==> src/rtl/core/lpbe_pkg.sv <==
// ----------------------------------------------------------------------------
// LED pixel buffer engine package
// Shared widths, request and status codes, and the command record that the
// front end hands to the back end through the command queue.
// ----------------------------------------------------------------------------
package lpbe_pkg;

    localparam int LEN_W              = 11;
    localparam int POS_W              = 10;
    localparam int CNT_W              = 11;
    localparam int CHAN_W             = 8;
    localparam int COLOR_W            = 3 * CHAN_W;
    localparam int REQ_W              = 3;
    localparam int MAX_PIXELS_DEFAULT = 1024;
    localparam int QUEUE_DEPTH        = 2;

    localparam logic [LEN_W-1:0] ACTIVE_LENGTH_RESET = 11'd1024;

    localparam logic [REQ_W-1:0] REQ_PUT   = 3'd0;
    localparam logic [REQ_W-1:0] REQ_GET   = 3'd1;
    localparam logic [REQ_W-1:0] REQ_FILL  = 3'd2;
    localparam logic [REQ_W-1:0] REQ_ROT_R = 3'd3;
    localparam logic [REQ_W-1:0] REQ_ROT_L = 3'd4;

    typedef enum logic [1:0] {
        STATUS_DONE  = 2'd0,
        STATUS_RANGE = 2'd1,
        STATUS_CLAMP = 2'd2
    } status_t;

    typedef enum logic [2:0] {
        OP_NONE = 3'd0,
        OP_PUT  = 3'd1,
        OP_GET  = 3'd2,
        OP_FILL = 3'd3,
        OP_ROT  = 3'd4
    } op_t;

    typedef struct packed {
        op_t                op;
        logic [LEN_W-1:0]   start;
        logic [LEN_W-1:0]   len;
        logic [CNT_W-1:0]   count;
        logic               left;
        logic [COLOR_W-1:0] color;
        status_t            status;
    } cmd_t;

    typedef struct packed {
        logic [COLOR_W-1:0] color;
        status_t            status;
    } result_t;

endpackage

==> src/rtl/core/lpbe_cmd_queue.sv <==
// ----------------------------------------------------------------------------
// LED pixel buffer command queue
// Short first-in first-out queue of checked commands between the front end
// and the back end.
// ----------------------------------------------------------------------------
module lpbe_cmd_queue (
    input  logic           aclk,
    input  logic           aresetn,
    input  logic           push,
    input  lpbe_pkg::cmd_t push_cmd,
    output logic           ready,
    input  logic           pop,
    output logic           head_valid,
    output lpbe_pkg::cmd_t head_cmd
);
    import lpbe_pkg::*;

    localparam int PTR_W = (QUEUE_DEPTH > 1) ? $clog2(QUEUE_DEPTH) : 1;

    cmd_t             entry_reg [QUEUE_DEPTH];
    logic [PTR_W-1:0] wr_ptr_reg;
    logic [PTR_W-1:0] rd_ptr_reg;
    logic [PTR_W:0]   fill_reg;

    assign ready      = (fill_reg != (PTR_W + 1)'(QUEUE_DEPTH));
    assign head_valid = (fill_reg != '0);
    assign head_cmd   = entry_reg[rd_ptr_reg];

    always_ff @(posedge aclk) begin
        if (push) begin
            entry_reg[wr_ptr_reg] <= push_cmd;
        end
    end

    always_ff @(posedge aclk) begin
        if (!aresetn) begin
            wr_ptr_reg <= '0;
            rd_ptr_reg <= '0;
            fill_reg   <= '0;
        end else begin
            if (push) begin
                wr_ptr_reg <= (wr_ptr_reg == PTR_W'(QUEUE_DEPTH - 1)) ? '0 : wr_ptr_reg + 1'b1;
            end
            if (pop) begin
                rd_ptr_reg <= (rd_ptr_reg == PTR_W'(QUEUE_DEPTH - 1)) ? '0 : rd_ptr_reg + 1'b1;
            end
            if (push && !pop) begin
                fill_reg <= fill_reg + 1'b1;
            end else if (pop && !push) begin
                fill_reg <= fill_reg - 1'b1;
            end
        end
    end

endmodule

==> config.mk <==
export PLATFORM = sky130hd
export DESIGN_NAME = lpbe_cmd_queue
export DESIGN_NICKNAME = d
export VERILOG_FILES = /design/src/rtl/core/lpbe_pkg.sv /design/src/rtl/core/lpbe_cmd_queue.sv
export SDC_FILE = /design/constraint.sdc
export NUM_CORES = 1
export LEC_CHECK = 0
export ABC_AREA = 1
export BUFFER_PORTS_ARGS = -buffer_cell sky130_fd_sc_hd__buf_2
export CELL_PAD_IN_SITES_DETAIL_PLACEMENT = 1
export CELL_PAD_IN_SITES_GLOBAL_PLACEMENT = 1
export CORE_MARGIN = 2
export CORE_UTILIZATION = 35
export CTS_CLUSTER_SIZE = 24
export DETAILED_ROUTE_END_ITERATION = 16
export GPL_TIMING_DRIVEN = 0
export PLACE_DENSITY = 0.73
export SLEW_MARGIN = 10
export SYNTH_ARGS = -nofsm -noshare
export SYNTH_HDL_FRONTEND = slang
export SYNTH_SLANG_ARGS = --single-unit
==> constraint.sdc <==
create_clock -name aclk -period 3.5 [get_ports aclk]
set_clock_uncertainty 0.05 [all_clocks]
set_input_delay 0.35 -clock aclk [delete_from_list [all_inputs] [get_ports aclk]]
set_output_delay 0.35 -clock aclk [all_outputs]
set_load 0.01 [all_outputs]
==> metrics <==
status finished clean; worst flop-to-flop path startpoint wr_ptr_reg$_SDFFE_PN0P_; Ys Warns 0; post-synthesis adder-cell area fraction 0.246%; Final min period 1980 ps; max_cap viols 0; n_diodes 0; CP Launch Type flip-flop; WHS Endpoint entry_reg[0][44]$_DFFE_PP_; Worst-path clk slew roughly 60 ps; Detailed Route Iter0 Violations 136; crit-path leading delay family buffers and inverters; HPWL after detailed placement 6.52 mm; hold depth 1; Setup TNS 0 ps; min-delay worst type primary input to flip-flop; CP arrival 1580 ps; largest family of logic cells by synthesized area multiplexers; final cell count without fillers 582; cell-by-cell trace of the critical path buf_6 -> buf_12 -> mux2_4 -> buf_2; Mapped Area 0.00508 mm2; worst setup path category flip-flop to output pin; Post-CTS Resized 0; I/O Buffers 131; Reg2Reg Capture Point entry_reg[0][49]$_DFFE_PP_; pwr dens 616 mW/mm2; fin crit share 56.6%; Max Slew Vio Count 0; number of setup violations in the final report 0; drt total wl 9.42 mm; H-tree depth 4; DR vias/cell 4.48; Pint 3.29 mW; GP Congestion 0.660; largest net degree at the start of global routing 35; post-synthesis compound-gate area fraction 0.197%; Leak 2.71 nW; Buffers & Inverters on Critical Path 3; Area Growth Syn to Fin 32.3%; layer with the highest usage met2; Clock Root Buffer clkbuf_16; total die area 0.0155 mm2; Flop pwr share 44.4%; placed cell areas 0.00608 mm2; met1 Use GR around 14%; RSZ-0062 raised after global routing no; worst-margin pin slew around 560 ps; Clock Latency Late Sink 410 ps; vias ~2.6k; post-synth top area share between 70% and 80%; reg2reg setup slack 1930 ps; vias in the first global route 2924; main area contributors after synthesis edfxtp_1, mux2_4, buf_12, dfxtp_1, nand2_1; core area ~0.014 mm2; total gr overflow 0; IO Count 132; Residual DRC 0; Synth Instances 231; relative slew slack 62.3%; Clk network pwr share between 40% and 50%; Gate power share around a tenth; Layout Nets 453; Synth Register Bits 131; post-route cell area 0.00672 mm2; antenna-violating nets left 0; sw frac 20.5%; Distinct cells, synth 14; Worst IR Drop VDD 0.375 mV; met2 Use GR 22.0%; slowest CP cell dfxtp_1; Net Switching around 850 uW; share of cells above drive strength 1 59.5%; Die Ht about 120 um; XOR/XNOR Fraction of Synth Area 0%; WP data required 3100 ps; met3 usage 5.11%; cts hold-fix bufs 0; Syn Area/Cell approximately 22 um2; post-synth net total 299; Sinks on Clock Net about 130; CTS Buf Count 17; row count 44; Worst Path Max Fanout 10; CP max stage delay 320 ps; WP depth 4; multiplexer share of the synthesized area 18.4%; Die X 124 um; gr usage total 12.8%; register area share after synthesis 76.5%; DP Cell Count 550; final hold viol count 0; reg2reg path depth 3; area share of and/or/nand/nor cells after synthesis 1.48%; Starting Density 35.3%; FMAX 505 MHz; initial antenna violation count 0; TritonCTS clock tree built; first-pass GRT wire length 14.9 mm; post-CTS setup buffers 0; WL/cell 16.2 um; Detailed Routing Iterations Pass 1 4; max reg flops ~130; Clock Tree Buf Depth 2; Min-Delay Startpoint push_cmd[44]; Power Total 4.14 mW; Crit. End Element output pin; Synth area leader edfxtp_1
==> Yosys cell counts <==
cell,number
buf_6,1
nand4_1,1
nand3_1,1
dfxtp_1,5
nor2_1,7
a21oi_1,1
o21ai_0,1
mux2_2,3
ha_1,1
inv_1,8
edfxtp_1,126
mux2_4,60
nand2_1,10
buf_12,6
==> cell usage in the layout (no fill, tap or decap), types with 3 or more instances in the layout <==
master and n:
clkbuf_16 17, bufinv_16 5, buf_12 7, mux2_2 3
clkinv_4 4, buf_16 3, inv_1 7, clkinv_2 3
mux2_4 60, buf_2 131, nor2_1 6, edfxtp_1 126
nand2_1 10, dfxtp_1 5
==> how the worst max path moves through the flow <==
stage               from                         end
3_3_place_gp        push  entry_reg[0][13]$_DFFE_PP_
3_5_place_dp        push  entry_reg[0][49]$_DFFE_PP_
2_1_floorplan       push   entry_reg[0][0]$_DFFE_PP_
4_1_cts        flip-flop                head_cmd[40]
5_1_grt        flip-flop                head_cmd[40]
6_report       flip-flop                head_cmd[40]
==> cell families after synthesis <==
logic type      after synthesis
fa+ha+maj                     1
mux                          63
buf+inv                      15
compound gates                2
flops                       131
simple gates                 19
==> layer usage <==
layer / wire, um / part of all wire, %
met1: 3810 / 40
met3: 481 / 5.1
met5: 0 / 0
met2: 4940 / 52
met4: 189 / 2.0
==> layout make-up <==
type	count	area (um2)
repair buffers	135	758
fillers	1376	7650
well taps	184	230
clock inverters	14	211
clock buffers	18	429
multi-input cells	85	1040
flip-flops and latches	131	3880
plain buffers	7	131
inverters	8	32.5
==> metrics by stage <==
| step | utilization, % | hold slack, ps | worst slack (ps) |
|---|---|---|---|
| 2_1_floorplan | - | 399 | 1020 |
| 3_3_place_gp | 41.5 | 426 | -99.1 |
| 3_5_place_dp | 42.3 | 455 | 1710 |
| 5_1_grt | 46.7 | 51.1 | 1430 |
| 4_1_cts | 46.7 | 51.0 | 1480 |
| 6_report | 46.7 | 77.1 | 1520 |
==> power groups by stage <==
stage	sequential (mW)	combinational, mW	clock (mW)
6_report	1.84	0.405	1.89
5_1_grt	1.84	0.438	2.01
4_1_cts	1.84	0.415	1.94
3_5_place_dp	1.87	0.413	0
3_3_place_gp	1.87	0.380	0
2_1_floorplan	1.86	0.242	0
Note: power is estimated with default switching activity, not from simulation.
