===== src/rtl/core/lpbe_pkg.sv =====
// ----------------------------------------------------------------------------
// LED pixel buffer engine package
// Shared widths, request and status codes, and the command record that the
// front end hands to the back end through the command queue.
// ----------------------------------------------------------------------------
package lpbe_pkg;

    localparam int LEN_W              = 11;
    localparam int POS_W              = 10;
    localparam int CNT_W              = 11;
    localparam int CHAN_W             = 8;
    localparam int COLOR_W            = 3 * CHAN_W;
    localparam int REQ_W              = 3;
    localparam int MAX_PIXELS_DEFAULT = 1024;
    localparam int QUEUE_DEPTH        = 2;

    localparam logic [LEN_W-1:0] ACTIVE_LENGTH_RESET = 11'd1024;

    localparam logic [REQ_W-1:0] REQ_PUT   = 3'd0;
    localparam logic [REQ_W-1:0] REQ_GET   = 3'd1;
    localparam logic [REQ_W-1:0] REQ_FILL  = 3'd2;
    localparam logic [REQ_W-1:0] REQ_ROT_R = 3'd3;
    localparam logic [REQ_W-1:0] REQ_ROT_L = 3'd4;

    typedef enum logic [1:0] {
        STATUS_DONE  = 2'd0,
        STATUS_RANGE = 2'd1,
        STATUS_CLAMP = 2'd2
    } status_t;

    typedef enum logic [2:0] {
        OP_NONE = 3'd0,
        OP_PUT  = 3'd1,
        OP_GET  = 3'd2,
        OP_FILL = 3'd3,
        OP_ROT  = 3'd4
    } op_t;

    typedef struct packed {
        op_t                op;
        logic [LEN_W-1:0]   start;
        logic [LEN_W-1:0]   len;
        logic [CNT_W-1:0]   count;
        logic               left;
        logic [COLOR_W-1:0] color;
        status_t            status;
    } cmd_t;

    typedef struct packed {
        logic [COLOR_W-1:0] color;
        status_t            status;
    } result_t;

endpackage


===== src/rtl/core/lpbe_front.sv =====
// ----------------------------------------------------------------------------
// LED pixel buffer front end
// Holds the active length register, checks each request against it and
// turns it into a command for the back end.
// ----------------------------------------------------------------------------
module lpbe_front #(
    parameter int MAX_PIXELS = lpbe_pkg::MAX_PIXELS_DEFAULT
) (
    input  logic                       aclk,
    input  logic                       aresetn,
    input  logic                       cfg_wr_en,
    input  logic [lpbe_pkg::LEN_W-1:0] cfg_wr_data,
    input  logic                       s_axis_tvalid,
    output logic                       s_axis_tready,
    input  logic [55:0]                s_axis_tdata,
    input  logic [lpbe_pkg::REQ_W-1:0] s_axis_tuser,
    input  logic                       init_done,
    input  logic                       q_ready,
    output logic                       q_push,
    output lpbe_pkg::cmd_t             q_cmd
);
    import lpbe_pkg::*;

    logic [LEN_W-1:0] active_length_reg;
    logic [LEN_W-1:0] used_len;
    logic [LEN_W-1:0] pos_ext;
    logic [LEN_W-1:0] range_end;
    logic [CNT_W-1:0] count;
    logic [LEN_W:0]   fill_end;

    always_ff @(posedge aclk) begin
        if (!aresetn) begin
            active_length_reg <= ACTIVE_LENGTH_RESET;
        end else if (cfg_wr_en) begin
            active_length_reg <= cfg_wr_data;
        end
    end

    assign used_len  = ({21'd0, active_length_reg} < MAX_PIXELS) ? active_length_reg
                                                                  : LEN_W'(MAX_PIXELS);
    assign pos_ext   = {1'b0, s_axis_tdata[9:0]};
    assign range_end = s_axis_tdata[20:10];
    assign count     = s_axis_tdata[31:21];
    assign fill_end  = {1'b0, pos_ext} + {1'b0, count};

    assign s_axis_tready = q_ready && init_done;
    assign q_push        = s_axis_tvalid && s_axis_tready;

    always_comb begin
        q_cmd        = '0;
        q_cmd.op     = OP_NONE;
        q_cmd.status = STATUS_DONE;
        q_cmd.start  = pos_ext;
        q_cmd.count  = count;
        q_cmd.color  = {s_axis_tdata[39:32], s_axis_tdata[47:40], s_axis_tdata[55:48]};
        q_cmd.left   = (s_axis_tuser == REQ_ROT_L);
        unique case (s_axis_tuser) inside
            REQ_PUT, REQ_GET: begin
                if (pos_ext < used_len) begin
                    q_cmd.op = (s_axis_tuser == REQ_PUT) ? OP_PUT : OP_GET;
                end else begin
                    q_cmd.status = STATUS_RANGE;
                end
            end
            REQ_FILL: begin
                if (pos_ext >= used_len) begin
                    q_cmd.status = STATUS_RANGE;
                end else if (fill_end > {1'b0, used_len}) begin
                    q_cmd.op     = OP_FILL;
                    q_cmd.len    = used_len - pos_ext;
                    q_cmd.status = STATUS_CLAMP;
                end else if (count != '0) begin
                    q_cmd.op  = OP_FILL;
                    q_cmd.len = count;
                end
            end
            REQ_ROT_R, REQ_ROT_L: begin
                if (pos_ext >= range_end || range_end > used_len) begin
                    q_cmd.status = STATUS_RANGE;
                end else begin
                    q_cmd.op  = OP_ROT;
                    q_cmd.len = range_end - pos_ext;
                end
            end
            default: begin
                q_cmd.status = STATUS_RANGE;
            end
        endcase
    end

endmodule


===== config.mk =====
export PLATFORM = sky130hd
export DESIGN_NAME = lpbe_front
export DESIGN_NICKNAME = d
export VERILOG_FILES = /design/src/rtl/core/lpbe_pkg.sv /design/src/rtl/core/lpbe_front.sv
export SDC_FILE = /design/constraint.sdc
export NUM_CORES = 1
export LEC_CHECK = 0
export ABC_AREA = 1
export BUFFER_PORTS_ARGS = -buffer_cell sky130_fd_sc_hd__buf_2
export CORE_MARGIN = 1
export CORE_UTILIZATION = 45
export CTS_CLUSTER_DIAMETER = 40
export DETAILED_ROUTE_END_ITERATION = 10
export GPL_TIMING_DRIVEN = 0
export PLACE_DENSITY = 0.9
export SLEW_MARGIN = 10
export SYNTH_ARGS = -nofsm -noshare
export SYNTH_HDL_FRONTEND = slang
export SYNTH_SLANG_ARGS = --single-unit
export TNS_END_PERCENT = 50

===== constraint.sdc =====
create_clock -name aclk -period 5.56 [get_ports aclk]
set_clock_uncertainty 0.2 [all_clocks]
set_input_delay 1.668 -clock aclk [delete_from_list [all_inputs] [get_ports aclk]]
set_output_delay 1.668 -clock aclk [all_outputs]
set_load 0.02 [all_outputs]

==> out/metrics.cfg, run 1 <==
[setup_path]
r2r_cells=2
r2r_slack_ns=4.57
worstPathRequired_ns=3.69
worst-setup-path-type=in -> out
crit_path_end=q_cmd[46]
critPathLaunchType=input pin
worst_setup_path_end_kind=output port
regToRegEndpoint=active_length_reg[10]
startpoint=s_axis_tdata[0]
arrival_ns=4.26
crit_fanout=5
r2r-start=active_length_reg[10]

[yosys]
ys_warn_count=0
synth-main-ff-cell=dfxtp_1
netlist_area_mm2=0.00326
synth_top_cell_area_share_pct=20.0
yosysSeqAreaShare_pct=6.76
synth_common_cells=nand2_1 (110), inv_1 (74), ha_1 (52)
async_reset_ff_share_pct=0
synth_nets=652
yosysUniqueCellTypes=43
avgSynthCellArea_um2=6.25
synth_seq_cells=11
yosysTopAreaCell=ha_1
synth-edff-count=0
post-synth-top-count-cell=nand2_1
synth_cells=521
synthTopCellsByArea=ha_1 (20%), nand2_1 (13%), buf_4 (11%)

[pwr]
combPwrFrac_pct=76.1
p_seq_share_pct=12.5
p_clk_share_pct=11.4
p_per_area_mw_per_mm2=154
p_sw_uw=335
p_leak_nw=2.52
p_sw_share_pct=47.7
p_int_uw=368
max-vdd-ir-drop_v=0.000164

[global_route]
grt_pass1_vias=3589
grt_max_degree=12
grtUsageTotal_pct=25.8
grt_pass1_wl_um=15500
antenna_found_initial=0
grt.overflow.total=0

[run_status]
violations=setup timing
status=finished with violations

[placed_design]
io_buffers=115
place_area_mm2=0.00408
routabilityCongestion=0.987
dp_slack_ns=-0.588
dp_hpwl_um=8140

[final_layout]
synthToLayoutAreaGrowth_pct=40.4
multi_input_area_mm2=0.00267
postLayoutCellArea_mm2=0.00457
largest_reg_flops=11
nFillCells=601
antenna_cells=0
fin_nets=785
drive_above_1_share_pct=40.7
regArea_um2=220

[drt]
avgViaCountPerCell=5.19
num_vias=3889
drt-wirelength-per-cell_um=13.5
antenna_left=0
drt_iter0_markers=279
firstDrtPassIters=5
drc=0
drt_wl_total_um=10100

[sta]
fin_crit_sh_pct=110
fin_crit_ns=6.12
setup_viol=14
relSlewSlack_pct=63.4
worst-slew-pin-transition_ns=0.549
hold_viol=0
worst_slack_ns=-0.563
fmax_mhz=163
drv_slew=0
rsz0062_at_grt=true

[die]
fp.dieW_um=87.1
die_y_um=87.1
core.rowCount=30
die_area_mm2=0.00758
core-area_mm2=0.00691
initial_core_util_pct=47.2
ios=141

[flow_run]
maxCapViolations=0

[clock_network]
cts_tree=yes
clk_latency_ns=0.24
clkTransAtPathRegs_ns=0.05
cts-root-buf=clkbuf_8
holdBufCountCts=0
clockBufferDepth=2
htree_levels=1
clock-sinks=11
cts_made_buffers=3

[min_path]
min_path_cells=2
hp-class=reg -> reg

-- final cells by class --
| type | count | share of cell area [%] |
|---|---|---|
| buffer | 53 | 9.00 |
| clock buffer | 4 | 0.985 |
| inverter | 77 | 6.32 |
| multi-input combinational | 380 | 58.4 |
| sequential | 11 | 4.82 |
| tap | 96 | 2.63 |
| timing repair buffer | 128 | 17.8 |
-- worst max-delay path, stage by stage --
cell and delay (ns):
buf_6 0.11, ha_4 0.16, fa_2 0.40, nand3_1 0.11, nand2_1 0.07, xor2_1 0.17, ha_1 0.30, nand2_1 0.07
nor2_2 0.15, nand2_1 0.07, nand2_1 0.06, nand2_1 0.07, nand2_1 0.06, nand2_1 0.05, nand2_2 0.08, nand2_4 0.09
buf_8 0.15, nand3_1 0.10, nand3_1 0.11, nand2_2 0.07, buf_2 0.15
-- placed cells by master, fill, tap and decap left out, drive strengths merged --
| master | count |
|---|---|
| o211ai | 1 |
| o21ai | 29 |
| inv | 75 |
| clkinv | 2 |
| conb | 1 |
| a31o | 1 |
| nor4 | 1 |
| a21oi | 29 |
| nor3 | 6 |
| dfxtp | 11 |
| a211oi | 1 |
| xor2 | 14 |
| or2 | 7 |
| a21boi | 2 |
| nand3 | 50 |
| ha | 52 |
| nand4 | 5 |
| nand2 | 114 |
| o2111ai | 1 |
| fa | 3 |
| a21o | 4 |
| xnor2 | 7 |
| a31oi | 2 |
| clkbuf | 7 |
| buf | 178 |
| o21a | 1 |
| o31ai | 1 |
| nor2 | 48 |
-- layer usage --
layer / up-vias / wire, um / global-route usage (%)
met2: 198 / 5040 / 49.2
li1: 1918 / - / -
met5: - / 0 / 0
met4: 0 / 314 / 8.48
met3: 39 / 628 / 1.23
met1: 1734 / 4130 / 30.5
-- logic make-up (layout without fill, tap and decap cells) --
logic type               count (synthesis)  in the layout  share of synthesized area, %
AO/OA/AOI/OAI                           72             72                          12.8
AND/OR/NAND/NOR                        231            231                          31.5
flip-flops                              11             11                          6.76
other                                    1              1                         0.115
XOR/XNOR                                21             21                          5.65
buffers and inverters                  130            262                          21.3
adder cells (fa/ha/maj)                 55             55                          21.8
-- worst min-delay path by stage --
stage / start / to
floorplan: active_length_reg[0] / active_length_reg[0]
global placement: active_length_reg[5] / active_length_reg[5]
detailed placement: active_length_reg[0] / active_length_reg[0]
CTS: active_length_reg[9] / active_length_reg[9]
global route: active_length_reg[1] / active_length_reg[1]
finish: active_length_reg[7] / active_length_reg[7]
-- power groups by stage --
stage | Sequential, mW | Combinational (mW) | Clock [mW]
after floorplan | 0.0880 | 0.314 | 0
after global placement | 0.0887 | 0.412 | 0
after detailed placement | 0.0893 | 0.428 | 0
after CTS | 0.0878 | 0.491 | 0.0791
after global routing | 0.0884 | 0.581 | 0.0829
final | 0.0880 | 0.535 | 0.0799
-- repair_timing --
| item | CTS | global route |
|---|---|---|
| pin swaps | 19 | 22 |
| buffers inserted | 6 | 5 |
| gates resized for setup | 66 | 31 |
| cloned | 2 | 0 |
| setup endpoints to repair | 14 | 15 |
-- through the flow --
stage / hold slack (ns) / TNS (ns) / util, % / std cells / total power [mW]
2_1_floorplan: 0.263 / -0.464 / - / 521 / 0.402
3_3_place_gp: 0.278 / -6.37 / 59.1 / 732 / 0.501
3_5_place_dp: 0.287 / -7.58 / 59.1 / 732 / 0.517
4_1_cts: 0.310 / -5.54 / 64.1 / 744 / 0.658
5_1_grt: 0.342 / -9.50 / 66.2 / 749 / 0.752
6_report: 0.309 / -7.49 / 66.2 / 749 / 0.703
Power figures use the tool's default switching activity.
==> run 2: changes to the inputs <==
Settings changed: CORE_UTILIZATION 45 to 46, PLACE_DENSITY 0.9 to 0.89.
Clock period 5.56 ns to 6.5 ns, I/O delays scaled along.
==> run 2 against run 1 <==
Wire length is 11% higher. The flow still finishes with violations (setup timing). Worst hold slack worse by 0.0093 ns. Flip-flop and latch count stayed put. Highest routed layer unchanged. Sequential power is 14% lower. Sequential share of layout area is 0.064 points lower. Register-to-register slack better by 0.90 ns. Critical endpoint is now q_cmd[41]. Largest power group unchanged. Via count is 3.7% higher. Power is 12% lower.
==> out/metrics.cfg, run 2 (synthesis results as in run 1) <==
[run_status]
status=finished with violations
violations=setup timing

[final_layout]
largest_reg_flops=11
nFillCells=552
antenna_cells=0
layout_common_cells=buf_2 (95), nand2_1 (83), inv_1 (73), buf_4 (56)
synthToLayoutAreaGrowth_pct=42.3
postLayoutCellArea_mm2=0.00463
layout_commonest_cell=buf_2
drive_above_1_share_pct=39.9
fin_nets=784
final_util_pct=67.8

[placed_design]
place_area_mm2=0.00395
io_buffers=115
dp_hpwl_um=7960
routabilityCongestion=0.912

[drt]
drt_iter0_markers=303
avgViaCountPerCell=5.39
firstDrtPassIters=7
num_vias=4031
antenna_left=0
drt_wl_total_um=11200
drc=0
drt-wirelength-per-cell_um=15.0
highest_layer=met4
wl_met2_um=5420
dr_wl_met3_um=948
wirelength_met1_um=4180

[min_path]
hp-class=reg -> reg
worstHoldStart=active_length_reg[6]

[clock_network]
clk_latency_ns=0.24
clock-sinks=11
clkTransAtPathRegs_ns=0.05
holdBufCountCts=0
cts_tree=yes
cts_made_buffers=3
cts-root-buf=clkbuf_8
htree_levels=1
clockBufferDepth=2

[sta]
drv_slew=0
fmax_mhz=147
worst-slew-pin-transition_ns=0.585
whs_ns=0.299
relSlewSlack_pct=61.0
worst_slack_ns=-0.304
setup_viol=14
fin_crit_ns=6.80
fin_crit_sh_pct=105
rsz0062_at_grt=true
hold_viol=0

[pwr]
p_per_area_mw_per_mm2=134
p_leak_nw=2.55
max-vdd-ir-drop_v=0.000113
p_total_uw=620

[setup_path]
worst_setup_path_end_kind=output port
slowest_stage=ha_1
worstPathRequired_ns=4.35
critPathLaunchType=input pin
arrival_ns=4.65
cp_cell_sequence=buf_8 > ha_4 > nand2_2 > nand2_2 > a21oi_4 > nor2_1 > nor2_1 > xor2_1 > ha_1 > a21oi_1 > nor2_1 > nor2_1 > nand2_1 > nand2_1 > nand2_1 > nand2_1 > nand2_2 > nand2_4 > nand2_4 > buf_8 > nand2_2 > nand3_2 > nand2_2 > buf_6
crit_fanout=5
slowest_delay_ns=0.29
worst-setup-path-type=in -> out
startpoint=s_axis_tdata[22]
cpMostUsedCell=nand2_2
r2r-start=active_length_reg[10]

[die]
core.rowCount=30
die_y_um=86.1
initial_core_util_pct=47.7
fp.dieW_um=86.1
die_area_mm2=0.00742
core-area_mm2=0.00683
ios=141

[flow_run]
maxCapViolations=0

[global_route]
grt_pass1_vias=3528
grt_pass1_wl_um=15700
antenna_found_initial=0
grt_max_degree=12
grt.overflow.total=0
grtUsageTotal_pct=26.4

run 2: cell count changes in the layout (fill, tap and decap cells not counted), moves of 2 or more:
cell / delta
a21oi_2: -2
buf_6: -3
nand2_4: +4
nand3_2: -5
nor2_2: -2
buf_8: +2
a21oi_4: +4
a21oi_1: -2
nand3_4: +2
nor2_1: +2
nand2_2: -5
nand3_1: +3
run 2: cell type report:
| class | count | area [um2] | area share, % |
|---|---|---|---|
| Tap cell | 96 | 120 | 2.59 |
| Inverter | 77 | 289 | 6.24 |
| Timing Repair Buffer | 127 | 817 | 17.6 |
| Multi-Input combinational cell | 380 | 2730 | 58.9 |
| Sequential cell | 11 | 220 | 4.75 |
| Clock buffer | 4 | 45.0 | 0.972 |
| Buffer | 53 | 414 | 8.94 |
run 2: path summary, 6_finish.rpt:
kind         cells after the start                     to  slack, ns
max                             24              q_cmd[41]      -0.30
min reg2reg                      2   active_length_reg[6]       0.30
min                              2   active_length_reg[6]       0.30
max reg2reg                      2  active_length_reg[10]       5.47
run 2: critical path: cells and delay by family:
family	cells	cell delay (ns)
AOI/OAI and AO/OA	2	0.33
xor gates and xnor gates	1	0.22
adders and majority gates	2	0.52
buffers and inverters	3	0.38
and+or+nand+nor	16	1.25
run 2: where the power goes:
part           internal [mW]  switching [mW]  total (mW)
clock                 0.0430          0.0256      0.0686
sequential            0.0724         0.00294      0.0753
combinational          0.201           0.275       0.476
run 2: repair_timing:
item / in CTS / in global routing
cloned: 2 / 0
resized for setup: 82 / 52
pin swaps: 33 / 39
buffers inserted: 6 / 4
setup endpoints to repair: 14 / 14
run 2: per-layer routing:
metal,vias to the layer above,global-route usage (%)
li1,1913,-
met1,1772,31.5
met2,274,46.9
met3,72,2.02
met4,0,14.2
met5,-,0
run 2: metrics by stage:
step / setup slack (ns) / TNS (ns) / instances
after floorplan: 0.136 / 0 / 521
after global placement: -0.345 / -4.02 / 732
after detailed placement: -0.467 / -5.67 / 732
after CTS: -0.112 / -1.02 / 744
after global routing: -0.417 / -5.14 / 748
final: -0.304 / -3.34 / 748
==> run 3: changes to the inputs <==
Settings changed: GPL_ROUTABILITY_DRIVEN from default to 0, SLEW_MARGIN 10 to 20.
Clock period 6.5 ns to 8.7 ns, I/O delays scaled along.
==> run 3 against run 2 <==
Non-clock buffer count shrank 12. Wire length is 20% lower. Largest power group unchanged. The flow now finishes without violations. Flip-flop and latch count unchanged. Power fell by 40%. Register-to-register slack gained 2.3 ns. Combinational power fell by 45%. Cell count shrank 1.6%. Clock power is 26% lower. Sequential share of layout area is 0.76 points higher. Critical path type unchanged. Global-route usage shrank 2.7 points. First-iteration DRC count grew 8.3%. Setup slack improved by 0.68 ns.
==> out/metrics.cfg, run 3 (synthesis results as in run 1) <==
[global_route]
grt_busiest_layer=met2
grt.overflow.total=0
grt_max_degree=12
gr-usage-met2_pct=40.7
grt_pass1_vias=3339
met3_usage_pct=1.64
gr-usage-met1_pct=28.3
antenna_found_initial=0
grt_pass1_wl_um=14300
grtUsageTotal_pct=23.7

[clock_network]
cts_tree=yes
cts_made_buffers=3
clk_latency_ns=0.24
clkTransAtPathRegs_ns=0.05
cts-root-buf=clkbuf_8
clock-sinks=11
post_cts_buffers=0
htree_levels=1
clockBufferDepth=2
cts_resized=0
holdBufCountCts=0

[setup_path]
r2r_cells=2
worst-setup-path-type=in -> out
regToRegEndpoint=active_length_reg[10]
crit_fanout=10
arrival_ns=5.52
worstPathRequired_ns=5.89
worst_setup_path_end_kind=output port
critPathLaunchType=input pin
r2r_slack_ns=7.72
r2r-start=active_length_reg[10]

[sta]
setup_viol=0
fin_crit_ns=8.33
worst_slack_ns=0.372
tns_ns=0
fmax_mhz=120
hold_viol=0
drv_slew=0
worst-slew-pin-transition_ns=0.515
rsz0062_at_grt=false
fin_crit_sh_pct=95.7
relSlewSlack_pct=65.6

[min_path]
hp-class=reg -> reg
worstHoldStart=active_length_reg[5]
hold-path-endpoint=active_length_reg[5]
min_path_cells=2

[final_layout]
nFillCells=642
synthToLayoutAreaGrowth_pct=22.7
antenna_cells=0
largest_reg_flops=11
instances_no_fill=736
layout_commonest_cell=buf_2
fin_nets=772
drive_above_1_share_pct=29.1
postLayoutCellArea_mm2=0.00400
layout_common_cells=buf_2 (115), nand2_1 (110), inv_1 (74), ha_1 (52), nor2_1 (47)

[drt]
drt_iter0_markers=328
num_vias=3832
drt_wl_total_um=8960
firstDrtPassIters=6
antenna_left=0
drt-wirelength-per-cell_um=12.2
avgViaCountPerCell=5.21
drc=0

[pwr]
p_seq_share_pct=15.1
p_sw_uw=178
p_sw_share_pct=48.1
max-vdd-ir-drop_v=0.0000813
p_int_uw=193
combPwrFrac_pct=71.2
p_total_uw=371
p_per_area_mw_per_mm2=92.8
p_leak_nw=2.39
p_clk_share_pct=13.7

[placed_design]
dp_hpwl_um=7810
io_buffers=115
place_area_mm2=0.00395
dp_cells=732
dp_slack_ns=0.432

[die]
die_y_um=86.1
die_area_mm2=0.00742
initial_core_util_pct=47.7
fp.dieW_um=86.1
core-area_mm2=0.00683
core.rowCount=30
ios=141

[run_status]
status=completed

[flow_run]
maxCapViolations=0

## run 3: changes by cell type in the layout (fill, tap and decap cells not counted), moves of 10 or more
cell / change
buf_2: +20
buf_4: -10
buf_6: -16
nand2_1: +27
nand2_2: -20
nand3_1: +14
nand3_2: -12
## run 3: layout make-up
class,count,area (um2),area share (%)
timing repair buffer,115,576,14.4
sequential,11,220,5.51
clock buffer,4,45.0,1.13
tap,96,120,3.00
inverter,77,289,7.23
buffer,53,404,10.1
multi-input combinational,380,2340,58.6
## run 3: worst max path at each step
stage	slack [ns]	cells past startpoint	end	startpoint
global placement	0.57	20	q_cmd[44]	s_axis_tdata[0]
floorplan	1.02	18	q_cmd[1]	s_axis_tdata[0]
global route	0.11	21	q_cmd[44]	s_axis_tdata[3]
detailed placement	0.43	21	q_cmd[42]	s_axis_tdata[0]
finish	0.37	22	q_cmd[42]	s_axis_tdata[3]
CTS	0.43	21	q_cmd[42]	s_axis_tdata[0]
## run 3: worst max-delay path, cell delays in order
cell	delay (ns)
buf_2	0.12
ha_1	0.38
a21oi_1	0.23
o21ai_0	0.15
a21oi_1	0.25
o21ai_0	0.14
xnor2_1	0.15
inv_1	0.07
ha_1	0.27
nand2_1	0.07
inv_1	0.06
nand2_1	0.07
nand2_1	0.05
nand2_1	0.05
nand2_1	0.06
nand2_1	0.14
nand2_2	0.09
buf_6	0.15
nand2_1	0.06
nand3_1	0.11
nand2_1	0.08
buf_2	0.15
## run 3: power by group through the flow
stage          Clock [mW]  Sequential, mW  Combinational, mW
2_1_floorplan           0          0.0562              0.192
3_3_place_gp            0          0.0568              0.250
3_5_place_dp            0          0.0570              0.260
4_1_cts            0.0518          0.0561              0.261
5_1_grt            0.0546          0.0564              0.294
6_report           0.0509          0.0561              0.264
## run 3: metrics by stage
step	util [%]	hold slack (ns)
after detailed placement	57.9	0.288
after floorplan	-	0.263
after global placement	57.9	0.281
after global routing	58.5	0.331
final	58.5	0.308
after CTS	58.5	0.303
## run 3: per-layer routing
metal | part of all wire [%] | routed length (um)
met5 | 0 | 0
met4 | 6.4 | 575
met3 | 7.3 | 655
met2 | 46 | 4100
met1 | 41 | 3630
